$ cat src/rtl/sgma_pkg.sv
// package: types, constants and the arctangent table of the sobel gradient block
package sgma_pkg;

    // configuration register indexes
    localparam logic CFG_FRAME_WIDTH  = 1'b0;
    localparam logic CFG_FRAME_HEIGHT = 1'b1;

    localparam logic [10:0] FRAME_WIDTH_RESET  = 11'd640;
    localparam logic [10:0] FRAME_HEIGHT_RESET = 11'd480;

    // cordic and fixed-point geometry
    localparam int CORDIC_STEPS = 48;
    localparam int STEP_W       = $clog2(CORDIC_STEPS);
    localparam int AQ           = 56;
    localparam int XSCALE       = 40;
    localparam int XW           = 54;
    localparam int TW           = 60;
    localparam int OUT_SHIFT    = AQ - 12;

    typedef logic [CORDIC_STEPS-1:0][63:0] t_atab;

    // restoring long division of a non-negative numerator
    function automatic longint div_pos(longint num, longint den);
        longint q;
        longint rem;
        int     b;
        q   = 0;
        rem = 0;
        for (b = 62; b >= 0; b--) begin
            rem = (rem <<< 1) | ((num >>> b) & longint'(1));
            if (rem >= den) begin
                rem = rem - den;
                q   = q | (longint'(1) <<< b);
            end
        end
        return q;
    endfunction

    // arctangent table in Q56, entry 0 is pi/4 by Machin's formula
    function automatic t_atab build_atab();
        t_atab  tab;
        longint p;
        longint s;
        longint t;
        longint a5;
        longint a239;
        int     i;
        int     k;
        int     sh;
        // arctan(1/5)
        p = (longint'(1) << AQ) / 5;
        s = 0;
        i = 0;
        while (p != 0) begin
            t = div_pos(p, longint'(2 * i + 1));
            s = (i % 2 == 1) ? s - t : s + t;
            p = p / 25;
            i++;
        end
        a5 = s;
        // arctan(1/239)
        p = (longint'(1) << AQ) / 239;
        s = 0;
        i = 0;
        while (p != 0) begin
            t = div_pos(p, longint'(2 * i + 1));
            s = (i % 2 == 1) ? s - t : s + t;
            p = p / 57121;
            i++;
        end
        a239 = s;
        tab[0] = 64'(4 * a5 - a239);
        // arctan(2^-k) by series
        for (k = 1; k < CORDIC_STEPS; k++) begin
            p  = longint'(1) << (AQ - k);
            s  = 0;
            i  = 0;
            sh = 2 * k;
            while (p != 0) begin
                t = div_pos(p, longint'(2 * i + 1));
                s = (i % 2 == 1) ? s - t : s + t;
                if (sh >= 63) begin
                    p = 0;
                end else begin
                    p = p >>> sh;
                end
                i++;
            end
            tab[k] = 64'(s);
        end
        return tab;
    endfunction

    localparam t_atab ATAB = build_atab();

    // commands from controller to datapath
    typedef struct packed {
        logic              accept;
        logic              shift;
        logic              load;
        logic              r2;
        logic              c2;
        logic              top_edge;
        logic              left_edge;
        logic              last;
        logic [9:0]        row;
        logic [9:0]        col;
        logic              square;
        logic              init;
        logic              iter;
        logic [STEP_W-1:0] step;
        logic              finish;
    } t_dp_cmd;

endpackage

$ cat src/rtl/sgma_ctrl.sv
// controller: frame counters, configuration, result sequencing and output handshake
module sgma_ctrl #(
    parameter int MAX_WIDTH  = 1024,
    parameter int MAX_HEIGHT = 1024
) (
    input  logic                         i_clk,
    input  logic                         i_rst_n,
    input  logic                         i_cfg_wr_en,
    input  logic                         i_cfg_index,
    input  logic [10:0]                  i_cfg_data,
    input  logic                         i_pixel_valid,
    output logic                         o_pixel_stall,
    output logic                         o_result_valid,
    input  logic                         i_result_stall,
    output sgma_pkg::t_dp_cmd            o_cmd,
    output logic [$clog2(MAX_WIDTH)-1:0] o_col_addr
);
    import sgma_pkg::*;

    localparam int CW = $clog2(MAX_WIDTH);
    localparam int RW = $clog2(MAX_HEIGHT);

    typedef enum logic [6:0] {
        S_IDLE = 7'b0000001,
        S_READ = 7'b0000010,
        S_SEL  = 7'b0000100,
        S_SQ   = 7'b0001000,
        S_INIT = 7'b0010000,
        S_ITER = 7'b0100000,
        S_FIN  = 7'b1000000
    } t_state;

    t_state            r_state, n_state;
    logic [10:0]       r_frame_width, n_frame_width;
    logic [10:0]       r_frame_height, n_frame_height;
    logic [CW-1:0]     r_col, n_col;
    logic [RW-1:0]     r_row, n_row;
    logic [CW-1:0]     r_cur_c, n_cur_c;
    logic [RW-1:0]     r_cur_r, n_cur_r;
    logic [3:0]        r_mask, n_mask;
    logic [STEP_W-1:0] r_step, n_step;
    logic              r_out_valid, n_out_valid;
    logic [CW-1:0]     w_last;
    logic [RW-1:0]     h_last;
    logic [CW-1:0]     cur_c;
    logic [RW-1:0]     cur_r;
    logic [3:0]        pick;
    logic [RW-1:0]     sel_row;
    logic [CW-1:0]     sel_col;
    t_dp_cmd           cmd;

    // clamp frame size to the supported range
    always_comb begin
        if (r_frame_width < 11'd2) begin
            w_last = CW'(1);
        end else if (32'(r_frame_width) > 32'(MAX_WIDTH)) begin
            w_last = CW'(MAX_WIDTH - 1);
        end else begin
            w_last = CW'(r_frame_width - 11'd1);
        end
        if (r_frame_height < 11'd2) begin
            h_last = RW'(1);
        end else if (32'(r_frame_height) > 32'(MAX_HEIGHT)) begin
            h_last = RW'(MAX_HEIGHT - 1);
        end else begin
            h_last = RW'(r_frame_height - 11'd1);
        end
    end

    // position of the incoming pixel, restarted if outside the frame
    always_comb begin
        if (r_col > w_last || r_row > h_last) begin
            cur_c = '0;
            cur_r = '0;
        end else begin
            cur_c = r_col;
            cur_r = r_row;
        end
    end

    // lowest pending result first
    always_comb begin
        pick = 4'b0000;
        if (r_mask[0]) begin
            pick = 4'b0001;
        end else if (r_mask[1]) begin
            pick = 4'b0010;
        end else if (r_mask[2]) begin
            pick = 4'b0100;
        end else if (r_mask[3]) begin
            pick = 4'b1000;
        end
        sel_row = (pick[0] || pick[1]) ? r_cur_r - RW'(1) : r_cur_r;
        sel_col = (pick[0] || pick[2]) ? r_cur_c - CW'(1) : r_cur_c;
    end

    // next-state and command logic
    always_comb begin
        n_state        = r_state;
        n_frame_width  = r_frame_width;
        n_frame_height = r_frame_height;
        n_col          = r_col;
        n_row          = r_row;
        n_cur_c        = r_cur_c;
        n_cur_r        = r_cur_r;
        n_mask         = r_mask;
        n_step         = r_step;
        cmd            = '0;
        cmd.step       = r_step;
        cmd.row        = 10'(sel_row);
        cmd.col        = 10'(sel_col);
        cmd.r2         = pick[2] || pick[3];
        cmd.c2         = pick[1] || pick[3];
        cmd.top_edge   = (sel_row == '0);
        cmd.left_edge  = (sel_col == '0);
        cmd.last       = ((r_mask & ~pick) == 4'b0000);
        case (r_state)
            S_IDLE: begin
                if (i_pixel_valid) begin
                    cmd.accept = 1'b1;
                    n_cur_c    = cur_c;
                    n_cur_r    = cur_r;
                    n_mask     = {(cur_r == h_last) && (cur_c == w_last),
                                  (cur_r == h_last) && (cur_c != '0),
                                  (cur_r != '0) && (cur_c == w_last),
                                  (cur_r != '0) && (cur_c != '0)};
                    if (cur_c == w_last) begin
                        n_col = '0;
                        n_row = (cur_r == h_last) ? '0 : cur_r + RW'(1);
                    end else begin
                        n_col = cur_c + CW'(1);
                        n_row = cur_r;
                    end
                    n_state = S_READ;
                end
            end
            S_READ: begin
                cmd.shift = 1'b1;
                n_state   = S_SEL;
            end
            S_SEL: begin
                if (r_mask == 4'b0000) begin
                    n_state = S_IDLE;
                end else begin
                    cmd.load = 1'b1;
                    n_mask   = r_mask & ~pick;
                    n_state  = S_SQ;
                end
            end
            S_SQ: begin
                cmd.square = 1'b1;
                n_state    = S_INIT;
            end
            S_INIT: begin
                cmd.init = 1'b1;
                n_step   = '0;
                n_state  = S_ITER;
            end
            S_ITER: begin
                cmd.iter = 1'b1;
                if (r_step == STEP_W'(CORDIC_STEPS - 1)) begin
                    n_state = S_FIN;
                end else begin
                    n_step = r_step + STEP_W'(1);
                end
            end
            S_FIN: begin
                if (!r_out_valid || !i_result_stall) begin
                    cmd.finish = 1'b1;
                    n_state    = S_SEL;
                end
            end
            default: begin
                n_state = S_IDLE;
            end
        endcase
        // configuration write restarts the frame
        if (i_cfg_wr_en) begin
            case (i_cfg_index)
                CFG_FRAME_WIDTH: begin
                    n_frame_width = i_cfg_data;
                end
                CFG_FRAME_HEIGHT: begin
                    n_frame_height = i_cfg_data;
                end
                default: begin
                    n_frame_width = r_frame_width;
                end
            endcase
            n_col = '0;
            n_row = '0;
        end
    end

    // output valid: set on finish, cleared on transfer
    always_comb begin
        if (cmd.finish) begin
            n_out_valid = 1'b1;
        end else if (r_out_valid && !i_result_stall) begin
            n_out_valid = 1'b0;
        end else begin
            n_out_valid = r_out_valid;
        end
    end

    // state registers
    always_ff @(posedge i_clk) begin
        if (!i_rst_n) begin
            r_state        <= S_IDLE;
            r_frame_width  <= FRAME_WIDTH_RESET;
            r_frame_height <= FRAME_HEIGHT_RESET;
            r_col          <= '0;
            r_row          <= '0;
            r_mask         <= 4'b0000;
            r_step         <= '0;
            r_out_valid    <= 1'b0;
        end else begin
            r_state        <= n_state;
            r_frame_width  <= n_frame_width;
            r_frame_height <= n_frame_height;
            r_col          <= n_col;
            r_row          <= n_row;
            r_mask         <= n_mask;
            r_step         <= n_step;
            r_out_valid    <= n_out_valid;
        end
    end

    // position of the pixel in work
    always_ff @(posedge i_clk) begin
        r_cur_c <= n_cur_c;
        r_cur_r <= n_cur_r;
    end

    assign o_cmd          = cmd;
    assign o_col_addr     = (r_state == S_IDLE) ? cur_c : r_cur_c;
    assign o_pixel_stall  = (r_state != S_IDLE);
    assign o_result_valid = r_out_valid;
endmodule

$ cat config.mk
export PLATFORM = sky130hd
export DESIGN_NAME = sgma_ctrl
export DESIGN_NICKNAME = d
export VERILOG_FILES = /design/src/rtl/sgma_pkg.sv /design/src/rtl/sgma_ctrl.sv
export SDC_FILE = /design/constraint.sdc
export NUM_CORES = 1
export LEC_CHECK = 0
export ABC_AREA = 1
export ABC_CLOCK_PERIOD_IN_PS = 4100
export BUFFER_PORTS_ARGS = -buffer_cell sky130_fd_sc_hd__buf_2
export CAP_MARGIN = 10
export CORE_MARGIN = 8
export CORE_UTILIZATION = 40
export CTS_CLUSTER_SIZE = 20
export DETAILED_ROUTE_END_ITERATION = 12
export SLEW_MARGIN = 20
export SYNTH_ARGS = -nofsm -noshare
export SYNTH_HDL_FRONTEND = slang
export SYNTH_SLANG_ARGS = --single-unit
export TNS_END_PERCENT = 100
$ cat constraint.sdc
create_clock -name i_clk -period 4.1 [get_ports i_clk]
set_input_delay 0.41 -clock i_clk [delete_from_list [all_inputs] [get_ports i_clk]]
set_output_delay 0.41 -clock i_clk [all_outputs]
set_load 0.02 [all_outputs]
==> results.txt <==
Combinational Power Share: 39.7%
met3 wire len: 1.052 mm
vias in the first global route: 5314
crit start category: flop
via count: 5669
Area growth, synth to finish: 15.06%
row count: 44
setup TNS: 0 ps
first-pass iteration count of the detailed router: 5
Slew @ Worst Pin: 635.6 ps
Min-Delay Path Class: input port to flop
CP Class: flop to output port
DP Wirelength: 12.31 mm
root buffer cell: clkbuf_16
Post-synth EDFFs: 20
Power Internal: 1.782 mW
synth unique cells: 41
Psw: 1.268 mW
metal2 WL: 6.654 mm
mean number of vias per cell: 4.921
Final GP Congestion: 0.9432
total number of H-tree levels: 3
period utilization: 92.19%
worst vdd ir: 0.3253 mV
All-Layer GR Usage: 17.11%
worst skew pair latency: 360 ps
reg2reg end: r_row[8]$_SDFFE_PP0P_
CTS tree: done
share of flip-flops with an asynchronous set or reset: 0%
wire per inst: 13.38 microns
max-capacitance violation count: 0
commonest non-fill, non-tap cells in the layout: 245 x nand2_1, 131 x inv_1, 90 x nor2_1
# clock sinks: 80
final setup vio count: 0
Net count, final: 1009
syn_area_per_cell: 6.527 sq um
PD cells: 453.3 nW/um^2
top routing layer in use: met4
post-synth net total: 942
data required time of the critical path: 3690 ps
Lkg Pwr: 3.238 nW
final setup margin: 320.0 ps
Setup Buffers After CTS: 0
CTS Buf Count: 9
final wirelength: 15.41 mm
worst clock skew: 10.32 ps
Slew Limit Fails: 0
antenna violations before repair: 0
r2r startpoint: r_frame_width[0]$_SDFFE_PN0P_
Mapped Area: 5848 sq um
Fin. Hold Viols: 0
Residual DRC: 0
starting density of the core: 40.54%
Seq/Total Area, Yosys: 30.81%
Ant. Diodes: 0
Seq pwr share: 32.7%
commonest non-fill, non-tap cell in the layout: nand2_1
Clock power frac: 27.7%
Chip Height: 136.9 microns
IO Count: 67
predominant post-synthesis flop cell: dfxtp_1
Reg clk slew, reported paths: 60 ps
Net Sw Frac: 41.58%
Seq cells post-synth: 80
r2r setup slk: 410 ps
Max clock buf depth: 2
first-pass GRT wire length: 25.56 mm
RSZ-0062 raised after global routing: false
fmax: 0.2646 GHz
Port Buf Inserts: 66
critical path capture point: o_col_addr[7]
worst-case reg-to-reg path depth: 24
grt total ovfl: 0
WHS: 287.2 ps
pre-CTS WS: 239.6 ps
Die W: 136.9 microns
Worst Path Max Fanout: 10
max_slew headroom: 57.24%
CP endpoint kind: output port
post-synth top area cell: dfxtp_1
Synth Instances: 896
post-layout min period: 3780 ps
Synthesis Warnings: 0
initial DRC count: 262
Filler cells: 1543
layout cells sized above 1: 15.08%
hold-fix buffers at CTS: 0
top post-synthesis cells by area: dfxtp_1 21%, nand2_1 16%, edfxtp_1 10%
Final ANT Viol Nets: 0
met1 wire length: 7.435 mm
die area: 18750 sq um
largest net degree at the start of global routing: 28
# resized after CTS: 0
Worst Setup SP: r_frame_width[0]$_SDFFE_PN0P_
CP arrival: 3370 ps
status: finished, final reports clean
top-area cell type share of the netlist area: 20.54%
core area: 14420 sq um
-- cell families (layout without fill, tap and decap cells) --
logic type                 count (synthesis)  after routing  synth area share (%)
adders and majority gates                 29             29                 6.205
xor gates and xnor gates                  30             30                 4.493
buffers and inverters                    157            229                 10.83
AOI/OAI and AO/OA                        115            115                 10.72
DFF                                       80             80                 30.81
and+or+nand+nor                          485            485                 36.95
-- layout make-up --
cell class	count	area [sq um]	area share [%]
multi-input cells	659	3463	51.47
flip-flops and latches	80	1802	26.78
inverters	139	524.3	7.791
repair buffers	74	402.9	5.987
well taps	184	230.2	3.421
clock buffers	10	229.0	3.403
clock inverters	6	77.57	1.153
-- worst max-delay path, cell delays in order (launching register included) --
cell and delay, ps:
dfxtp_1 350, inv_1 90, ha_1 250, nand2_1 110, nor2_1 60, xor2_1 140
a21oi_2 150, inv_1 80, ha_1 290, nand2_2 80, inv_2 30, a21oi_1 150
nand3_1 140, nand2_4 170, nand2_2 170, nor2_1 340, nand2_1 80, o21ai_0 120
buf_2 210
-- routing by layer --
layer  GRT usage (%)  vias up
met3           4.185       15
met2           26.89      131
met4           6.035        0
met1           22.35     2496
met5               0        -
li1                -     3027
-- registers in the layout, summed over array words and instances (netlist names) --
| signal | cells |
|---|---|
| r_state | 7 |
| r_col | 10 |
| r_cur_c | 10 |
| r_frame_width | 11 |
| r_row | 10 |
| r_frame_height | 11 |
| r_step | 6 |
| o_result_valid | 1 |
| r_mask | 4 |
| r_cur_r | 10 |
-- power by group through the flow --
| stage | clock (mW) | sequential (mW) | combinational [mW] |
|---|---|---|---|
| after floorplan | 0 | 0.998 | 0.871 |
| after global placement | 0 | 1.01 | 1.22 |
| after detailed placement | 0 | 1.01 | 1.21 |
| after CTS | 0.870 | 0.996 | 1.22 |
| after global routing | 0.897 | 1.01 | 1.37 |
| final | 0.844 | 0.996 | 1.21 |
-- Yosys cell counts, types with 3 or more instances --
master and number:
xor2_1 23, nor2_4 4, o21bai_1 3, dfxtp_1 60, nand3_2 3, nor3_1 23, a21oi_1 56, edfxtp_1 20
nand2_1 246, buf_4 3, nor2_2 9, nand2_2 13, inv_1 131, a211oi_1 3, clkbuf_1 11, buf_6 4
o21ai_0 40, xnor2_1 7, inv_2 5, nor2_1 96, ha_1 29, nand3_1 52, nor3b_1 3, o211ai_1 5
nand4_1 22, nor4_1 6
-- per-stage QoR --
stage          power, mW  utilization (%)  instance area (sq um)  instances
2_1_floorplan      1.869                -                   5848        896
3_3_place_gp       2.228            44.18                   6372       1136
3_5_place_dp       2.227            44.18                   6372       1136
4_1_cts            3.082            46.30                   6679       1152
5_1_grt            3.274            46.65                   6729       1152
6_report           3.050            46.65                   6729       1152
-- worst min path at each step --
stage	start	slack, ps	cells after the start	endpoint
2_1_floorplan	r_frame_height[1]$_SDFFE_PN0P_	450	2	r_frame_height[1]$_SDFFE_PN0P_
3_3_place_gp	o_result_valid$_SDFFE_PN0P_	470	2	o_result_valid$_SDFFE_PN0P_
3_5_place_dp	r_frame_height[1]$_SDFFE_PN0P_	480	2	r_frame_height[1]$_SDFFE_PN0P_
4_1_cts	i_cfg_data[8]	280	3	r_frame_height[8]$_SDFFE_PN1P_
5_1_grt	i_cfg_data[6]	300	3	r_frame_height[6]$_SDFFE_PN1P_
6_report	i_cfg_data[8]	290	3	r_frame_height[8]$_SDFFE_PN1P_
Power figures use the tool's default switching activity.
